--- config.mk ---
export PLATFORM = sky130hd
export DESIGN_NAME = tbbeq_band_cell
export DESIGN_NICKNAME = d
export VERILOG_FILES = /design/src/rtl/tbbeq_pkg.sv /design/src/rtl/tbbeq_band_cell.sv
export SDC_FILE = /design/constraint.sdc
export NUM_CORES = 2
export LEC_CHECK = 0
export BUFFER_PORTS_ARGS = -buffer_cell sky130_fd_sc_hd__buf_2
export CAP_MARGIN = 20
export CORE_MARGIN = 3
export CORE_UTILIZATION = 40
export DETAILED_ROUTE_END_ITERATION = 12
export PLACE_DENSITY_LB_ADDON = 0.3
export SLEW_MARGIN = 20
export SYNTH_ARGS = -nofsm -noshare
export SYNTH_HDL_FRONTEND = slang
export SYNTH_SLANG_ARGS = --single-unit
--- constraint.sdc ---
create_clock -name clock -period 30.1 [get_ports clock]
set_clock_uncertainty 0.05 [all_clocks]
set_input_delay 6.02 -clock clock [delete_from_list [all_inputs] [get_ports clock]]
set_output_delay 6.02 -clock clock [all_outputs]
set_load 0.1 [all_outputs]
--- src/rtl/tbbeq_pkg.sv ---
// Shared types and constants for the three-band biquad equalizer.
// Depends on nothing; the band cell and the top level import it.

package tbbeq_pkg;

   // Stream and configuration widths.
   localparam int SAMPLE_WIDTH    = 16;
   localparam int SAMPLE_FRAC     = 15;
   localparam int CSR_INDEX_WIDTH = 3;
   localparam int CSR_DATA_WIDTH  = 64;
   localparam int BAND_SEL_W      = CSR_INDEX_WIDTH - 1;
   localparam int NUM_BANDS       = 3;

   // Register kind, taken from the low bit of the register index.
   localparam logic REG_KIND_FF = 1'b0;
   localparam logic REG_KIND_FB = 1'b1;

   // Coefficient layout: three Q3.18 feedforward fields, two Q2.30 feedback fields.
   localparam int FF_FIELD     = 21;
   localparam int FF_FRAC      = 18;
   localparam int FB_FIELD     = 32;
   localparam int FB_FRAC      = 30;
   localparam int FF_REG_WIDTH = 3 * FF_FIELD;
   localparam logic [FF_REG_WIDTH-1:0] FF_RESET = FF_REG_WIDTH'(262144);

   // Internal state format keeps this many integer bits, sign included.
   localparam int STATE_INT_BITS = 8;

   // Multiplier: a 32-bit coefficient times a 33-bit slice of the state value.
   localparam int COEF_WIDTH = 32;
   localparam int MUL_SPLIT  = 32;

   // Guard bits of the accumulator above the state width.
   localparam int ACC_GUARD = 5;

   // Five taps, each taken as a low and a high partial product.
   localparam int TAP_STEPS = 10;

   // Write strobe and data for one band's coefficient registers.
   typedef struct packed {
      logic                      wr_ff;
      logic                      wr_fb;
      logic [CSR_DATA_WIDTH-1:0] data;
   } band_wr_type;

endpackage

--- src/rtl/tbbeq_band_cell.sv ---
// One biquad band of the equalizer chain: coefficients, history and a shared MAC.
// Depends on tbbeq_pkg.

module tbbeq_band_cell #(
   parameter int STATE_WIDTH = 40
) (
   input  logic                          clock,
   input  logic                          reset,
   input  tbbeq_pkg::band_wr_type        wr,
   input  logic                          in_valid,
   output logic                          in_ready,
   input  logic signed [STATE_WIDTH-1:0] in_x,
   input  logic                          in_last,
   output logic                          out_valid,
   input  logic                          out_ready,
   output logic signed [STATE_WIDTH-1:0] out_y,
   output logic                          out_last
);
   import tbbeq_pkg::*;

   localparam int ACC_W  = STATE_WIDTH + ACC_GUARD;
   localparam int OP_W   = MUL_SPLIT + 1;
   localparam int PROD_W = COEF_WIDTH + OP_W;
   localparam int EXT_W  = 2 * MUL_SPLIT + 1;
   localparam int STEP_W = $clog2(TAP_STEPS);
   localparam int TAP_W  = STEP_W - 1;

   localparam logic [1:0] ST_IDLE = 2'd0;
   localparam logic [1:0] ST_MAC  = 2'd1;
   localparam logic [1:0] ST_FIN  = 2'd2;
   localparam logic [1:0] ST_DONE = 2'd3;

   localparam logic [TAP_W-1:0] TAP_B0 = TAP_W'(0);
   localparam logic [TAP_W-1:0] TAP_B1 = TAP_W'(1);
   localparam logic [TAP_W-1:0] TAP_B2 = TAP_W'(2);
   localparam logic [TAP_W-1:0] TAP_A1 = TAP_W'(3);
   localparam logic [TAP_W-1:0] TAP_A2 = TAP_W'(4);

   localparam logic [STEP_W-1:0] STEP_LAST = STEP_W'(TAP_STEPS - 1);

   function automatic logic signed [COEF_WIDTH-1:0] widen_b(input logic [FF_FIELD-1:0] f);
      return {{(COEF_WIDTH - FF_FIELD){f[FF_FIELD-1]}}, f};
   endfunction

   logic [1:0]                    state_ff, state_in;
   logic [STEP_W-1:0]             step_ff, step_in;
   logic [FF_REG_WIDTH-1:0]       ff_ff, ff_in;
   logic [CSR_DATA_WIDTH-1:0]     fb_ff, fb_in;
   logic signed [STATE_WIDTH-1:0] x1_ff, x1_in, x2_ff, x2_in;
   logic signed [STATE_WIDTH-1:0] y1_ff, y1_in, y2_ff, y2_in;
   logic signed [STATE_WIDTH-1:0] x_ff, x_in, y_ff, y_in;
   logic                          last_ff, last_in;
   logic signed [ACC_W-1:0]       acc_ff, acc_in;
   logic signed [PROD_W-1:0]      prod_ff, prod_in;
   logic                          tag_half_ff, tag_half_in;
   logic                          tag_fb_ff, tag_fb_in;

   logic [TAP_W-1:0]              tap;
   logic                          half;
   logic                          fb_sel;
   logic signed [STATE_WIDTH-1:0] opnd_val;
   logic signed [COEF_WIDTH-1:0]  coef;
   logic [EXT_W-1:0]              v_ext;
   logic signed [OP_W-1:0]        opnd;
   logic signed [PROD_W-1:0]      term_wide;
   logic signed [ACC_W-1:0]       sum;
   logic [ACC_W-STATE_WIDTH:0]    sum_top;
   logic signed [STATE_WIDTH-1:0] y_sat;

   // Pick the tap for this step: value and coefficient.
   always_comb begin
      tap  = step_ff[STEP_W-1:1];
      half = step_ff[0];
      case (tap)
         TAP_B0: begin
            opnd_val = x_ff;
            coef     = widen_b(ff_ff[FF_FIELD-1:0]);
            fb_sel   = 1'b0;
         end
         TAP_B1: begin
            opnd_val = x1_ff;
            coef     = widen_b(ff_ff[2*FF_FIELD-1:FF_FIELD]);
            fb_sel   = 1'b0;
         end
         TAP_B2: begin
            opnd_val = x2_ff;
            coef     = widen_b(ff_ff[3*FF_FIELD-1:2*FF_FIELD]);
            fb_sel   = 1'b0;
         end
         TAP_A1: begin
            opnd_val = y1_ff;
            coef     = fb_ff[FB_FIELD-1:0];
            fb_sel   = 1'b1;
         end
         TAP_A2: begin
            opnd_val = y2_ff;
            coef     = fb_ff[2*FB_FIELD-1:FB_FIELD];
            fb_sel   = 1'b1;
         end
         default: begin
            opnd_val = x_ff;
            coef     = '0;
            fb_sel   = 1'b0;
         end
      endcase
   end

   // Split the value: zero-extended low 32 bits first, then the signed upper part.
   assign v_ext   = {{(EXT_W - STATE_WIDTH){opnd_val[STATE_WIDTH-1]}}, opnd_val};
   assign opnd    = half ? v_ext[EXT_W-1:MUL_SPLIT] : {1'b0, v_ext[MUL_SPLIT-1:0]};
   assign prod_in = coef * opnd;

   // The low partial is floored to the state fraction; the high partial is exact.
   always_comb begin
      case ({tag_half_ff, tag_fb_ff})
         2'b00:   term_wide = prod_ff >>> FF_FRAC;
         2'b01:   term_wide = prod_ff >>> FB_FRAC;
         2'b10:   term_wide = prod_ff <<< (MUL_SPLIT - FF_FRAC);
         2'b11:   term_wide = prod_ff <<< (MUL_SPLIT - FB_FRAC);
         default: term_wide = '0;
      endcase
   end

   assign sum     = acc_ff + term_wide[ACC_W-1:0];
   assign sum_top = sum[ACC_W-1:STATE_WIDTH-1];

   // Saturate the band output to the state range.
   always_comb begin
      if ((&sum_top) || (~|sum_top)) begin
         y_sat = sum[STATE_WIDTH-1:0];
      end else if (sum[ACC_W-1]) begin
         y_sat = {1'b1, {(STATE_WIDTH - 1){1'b0}}};
      end else begin
         y_sat = {1'b0, {(STATE_WIDTH - 1){1'b1}}};
      end
   end

   // Sequencer: take a word, run ten multiplier passes, finish, hand over.
   always_comb begin
      state_in    = state_ff;
      step_in     = step_ff;
      ff_in       = ff_ff;
      fb_in       = fb_ff;
      x1_in       = x1_ff;
      x2_in       = x2_ff;
      y1_in       = y1_ff;
      y2_in       = y2_ff;
      x_in        = x_ff;
      y_in        = y_ff;
      last_in     = last_ff;
      acc_in      = acc_ff;
      tag_half_in = half;
      tag_fb_in   = fb_sel;
      case (state_ff)
         ST_IDLE: begin
            if (in_valid) begin
               x_in     = in_x;
               last_in  = in_last;
               acc_in   = '0;
               step_in  = '0;
               state_in = ST_MAC;
            end
         end
         ST_MAC: begin
            if (step_ff != '0) begin
               acc_in = sum;
            end
            step_in = step_ff + STEP_W'(1);
            if (step_ff == STEP_LAST) begin
               state_in = ST_FIN;
            end
         end
         ST_FIN: begin
            y_in     = y_sat;
            x2_in    = x1_ff;
            x1_in    = x_ff;
            y2_in    = y1_ff;
            y1_in    = y_sat;
            state_in = ST_DONE;
         end
         ST_DONE: begin
            if (out_ready) begin
               state_in = ST_IDLE;
            end
         end
         default: begin
            state_in = ST_IDLE;
         end
      endcase

      // A coefficient write restarts the band from silence.
      if (wr.wr_ff) begin
         ff_in = wr.data[FF_REG_WIDTH-1:0];
      end
      if (wr.wr_fb) begin
         fb_in = wr.data;
      end
      if (wr.wr_ff || wr.wr_fb) begin
         x1_in = '0;
         x2_in = '0;
         y1_in = '0;
         y2_in = '0;
      end
   end

   // Control, coefficients and history.
   always_ff @(posedge clock) begin
      if (reset) begin
         state_ff <= ST_IDLE;
         step_ff  <= '0;
         ff_ff    <= FF_RESET;
         fb_ff    <= '0;
         x1_ff    <= '0;
         x2_ff    <= '0;
         y1_ff    <= '0;
         y2_ff    <= '0;
      end else begin
         state_ff <= state_in;
         step_ff  <= step_in;
         ff_ff    <= ff_in;
         fb_ff    <= fb_in;
         x1_ff    <= x1_in;
         x2_ff    <= x2_in;
         y1_ff    <= y1_in;
         y2_ff    <= y2_in;
      end
   end

   // Datapath registers.
   always_ff @(posedge clock) begin
      x_ff        <= x_in;
      y_ff        <= y_in;
      last_ff     <= last_in;
      acc_ff      <= acc_in;
      prod_ff     <= prod_in;
      tag_half_ff <= tag_half_in;
      tag_fb_ff   <= tag_fb_in;
   end

   assign in_ready  = (state_ff == ST_IDLE);
   assign out_valid = (state_ff == ST_DONE);
   assign out_y     = y_ff;
   assign out_last  = last_ff;

endmodule

==> metrics <==
max-slew violations 0; R2R cell count 30; Seq/Total Area, Yosys 18.8%; initial antenna violation count 11; DIE AREA 151000 um^2; worst slew pin tran approximately 1200 ps; largest net degree at the start of global routing 150; Worst R2R End prod_ff[64]; min-delay src x2_ff[16]; Crit Path Category reg2reg; Synth Cell Area 58500 um^2; Post-CTS Setup Bufs 0; CP Launch Type register; H-tree depth 2; Avg WL per Cell 24.1 um; Fin Setup TNS 0 ps; clock-pin slew on the worst setup and hold paths 70 ps; area grow syn2layout 8.64%; RSZ-0062 raised after global routing false; met3 Track Usage GR 5.34%; clock sink total 486; Post-synth EDFFs 126; reg2reg start step_ff[2]; Vias 45100; hold endpoint x2_ff[16]; root buffer cell clkbuf_16; layout cell share with drive strength beyond 1 8.35%; final setup fails 0; Syn Nets 7715; CP Max Fanout 51; worst hold path class reg2reg; synth top area cells fa_1 38%, dfxtp_1 12%, inv_1 6.8%, edfxtp_1 6.5%, mux2i_1 6.2%; WP data required 30580 ps; GR Overflow Total 0; FFs w/ async S/R, synth 0%; max_cap viols 0; Final #Nets 7711; FMAX 0.0865 GHz; layer with the highest usage met2; Final period util about two fifths; initial DRC count between 3000 and 4000; Worst Path Arrival around 12000 ps; Starting Density just over 40%; CTS tree done; Hold Path Depth 2; Die Wd 388 um; Routed Antenna Nets 0; vias per cell 5.50; final hold violations 0; drt total wl 197000 um; Worst path slowest cell dfxtp_4; post-synth top area share 38.1%; TritonRoute pass-1 iters 5; Clock Path Buffers 3; hpwl dp 151000 um; ys flop type dfxtp_1; hold buffer count at cts 0; vias in the first global route 47100; Top-Level Pins 154; CTS resizes 0; count of input and output buffers 153; Post-Synthesis Cells ~6300; Num CTS Buffers 50; syn avg cell area 9.36 um^2; Synth cell types just under 90; Post-route DRC 0; fin crit period 11560 ps; post-synth top area cell fa_1; Rel. slew slack 17.5%; Crit path largest cell delay 960 ps; Vert. Die Dim 388 um; status finished clean; Worst path most repeated cell fa_1; GP Congestion 0.965; GRT met1 Usage 34.5%; CP Capture Type register; clock latency on the worst-skew pair 640 ps; commonest non-fill, non-tap cell in the layout fa_1; Rows 139; Yosys reg bits 486; most frequent cells in the layout 1113 x fa_1, 1054 x inv_1, 956 x nor2_1; FF-to-FF setup slack 18550 ps; total track usage 26.1%; core area ~140000 um^2; met2 Track Usage GR 42.3%; Yosys Warn Count 0; global-route wire length before repair 297000 um
[worst max-delay path by stage]
stage | to | slack [ps] | depth (start not counted) | from
after floorplan | prod_ff[64] | 20600 | 32 | step_ff[2]
after global placement | prod_ff[64] | 18720 | 30 | step_ff[2]
after detailed placement | prod_ff[64] | 18670 | 29 | step_ff[2]
after CTS | prod_ff[64] | 18650 | 30 | step_ff[2]
after global routing | prod_ff[64] | 18050 | 32 | step_ff[2]
final | prod_ff[64] | 18550 | 30 | step_ff[2]
[cell families after synthesis]
| logic type | synth area share (%) |
|---|---|
| buffers and inverters | 8.98 |
| XOR/XNOR | 1.63 |
| flip-flops | 18.8 |
| multiplexers | 7.04 |
| AO/OA/AOI/OAI | 7.47 |
| AND/OR/NAND/NOR | 12.9 |
| adder cells (fa/ha/maj) | 43.2 |
[metrics by stage]
| stage | area [um^2] | utilization [%] | setup slack [ps] | hold WS, ps | std cells |
|---|---|---|---|---|---|
| final | 63600 | 44.0 | 18550 | 442 | 8197 |
| after CTS | 63500 | 44.0 | 18650 | 448 | 8194 |
| after floorplan | 58500 | - | 20600 | 321 | 6254 |
| after global placement | 61800 | 42.8 | 18720 | 421 | 8101 |
| after global routing | 63600 | 44.0 | 18050 | 459 | 8194 |
| after detailed placement | 61800 | 42.8 | 18670 | 431 | 8101 |
[synthesized netlist by cell type (8+ instances only)]
cell type / n
o221a_2: 16
nor2_1: 966
o221a_1: 10
nor2b_1: 19
nand3_1: 16
buf_1: 21
buf_2: 8
a21o_1: 59
o21ai_1: 23
edfxtp_1: 126
and2_1: 62
a21oi_2: 12
dfxtp_1: 360
clkbuf_1: 294
xnor2_1: 75
o21bai_1: 18
nand4_1: 10
o22ai_1: 17
inv_1: 1054
mux2_2: 41
a211oi_1: 25
a21oi_1: 195
a221oi_1: 16
o211ai_1: 14
xor2_1: 34
a221o_1: 39
nor3_1: 22
nand2_1: 720
and3_1: 19
a31oi_1: 14
nand2b_1: 16
o21ai_0: 80
o22a_1: 10
mux2i_1: 363
a22o_1: 12
ha_1: 237
fa_1: 1113
o21a_1: 13
[registers in the layout, summed over array words and instances, names as in the netlist, 4 cells and up]
signal   count
prod_ff     65
fb_ff       64
ff_ff       63
acc_ff      45
out_y       40
x1_ff       40
x2_ff       40
x_ff        40
y1_ff       40
y2_ff       40
step_ff      4
[layout make-up]
| type | count | area (um^2) |
|---|---|---|
| clock buffer | 66 | 1450 |
| multi-input combinational | 4382 | 42800 |
| antenna | 3 | 7.51 |
| clock inverter | 27 | 325 |
| timing repair buffer | 273 | 1690 |
| inverter | 1057 | 3970 |
| sequential | 486 | 11000 |
| tap | 1903 | 2380 |
| fill | 13900 | 80800 |
[layer usage]
metal / vias to the layer above / wire length, um
li1: 19400 / -
met5: - / 13
met2: 2021 / 90900
met3: 481 / 17700
met4: 2 / 9250
met1: 23200 / 79600
[critical path: cells and delay by family, from the launching register on]
family	cells	cell delay [ps]
buffers and inverters	5	910
DFF	1	960
adders and majority gates	9	4180
xor gates and xnor gates	1	180
and+or+nand+nor	3	320
muxes	1	300
AOI/OAI and AO/OA	11	4520
Power is not shown: default switching activity piles up to over one toggle a cycle in this logic, so the estimate is an artifact.
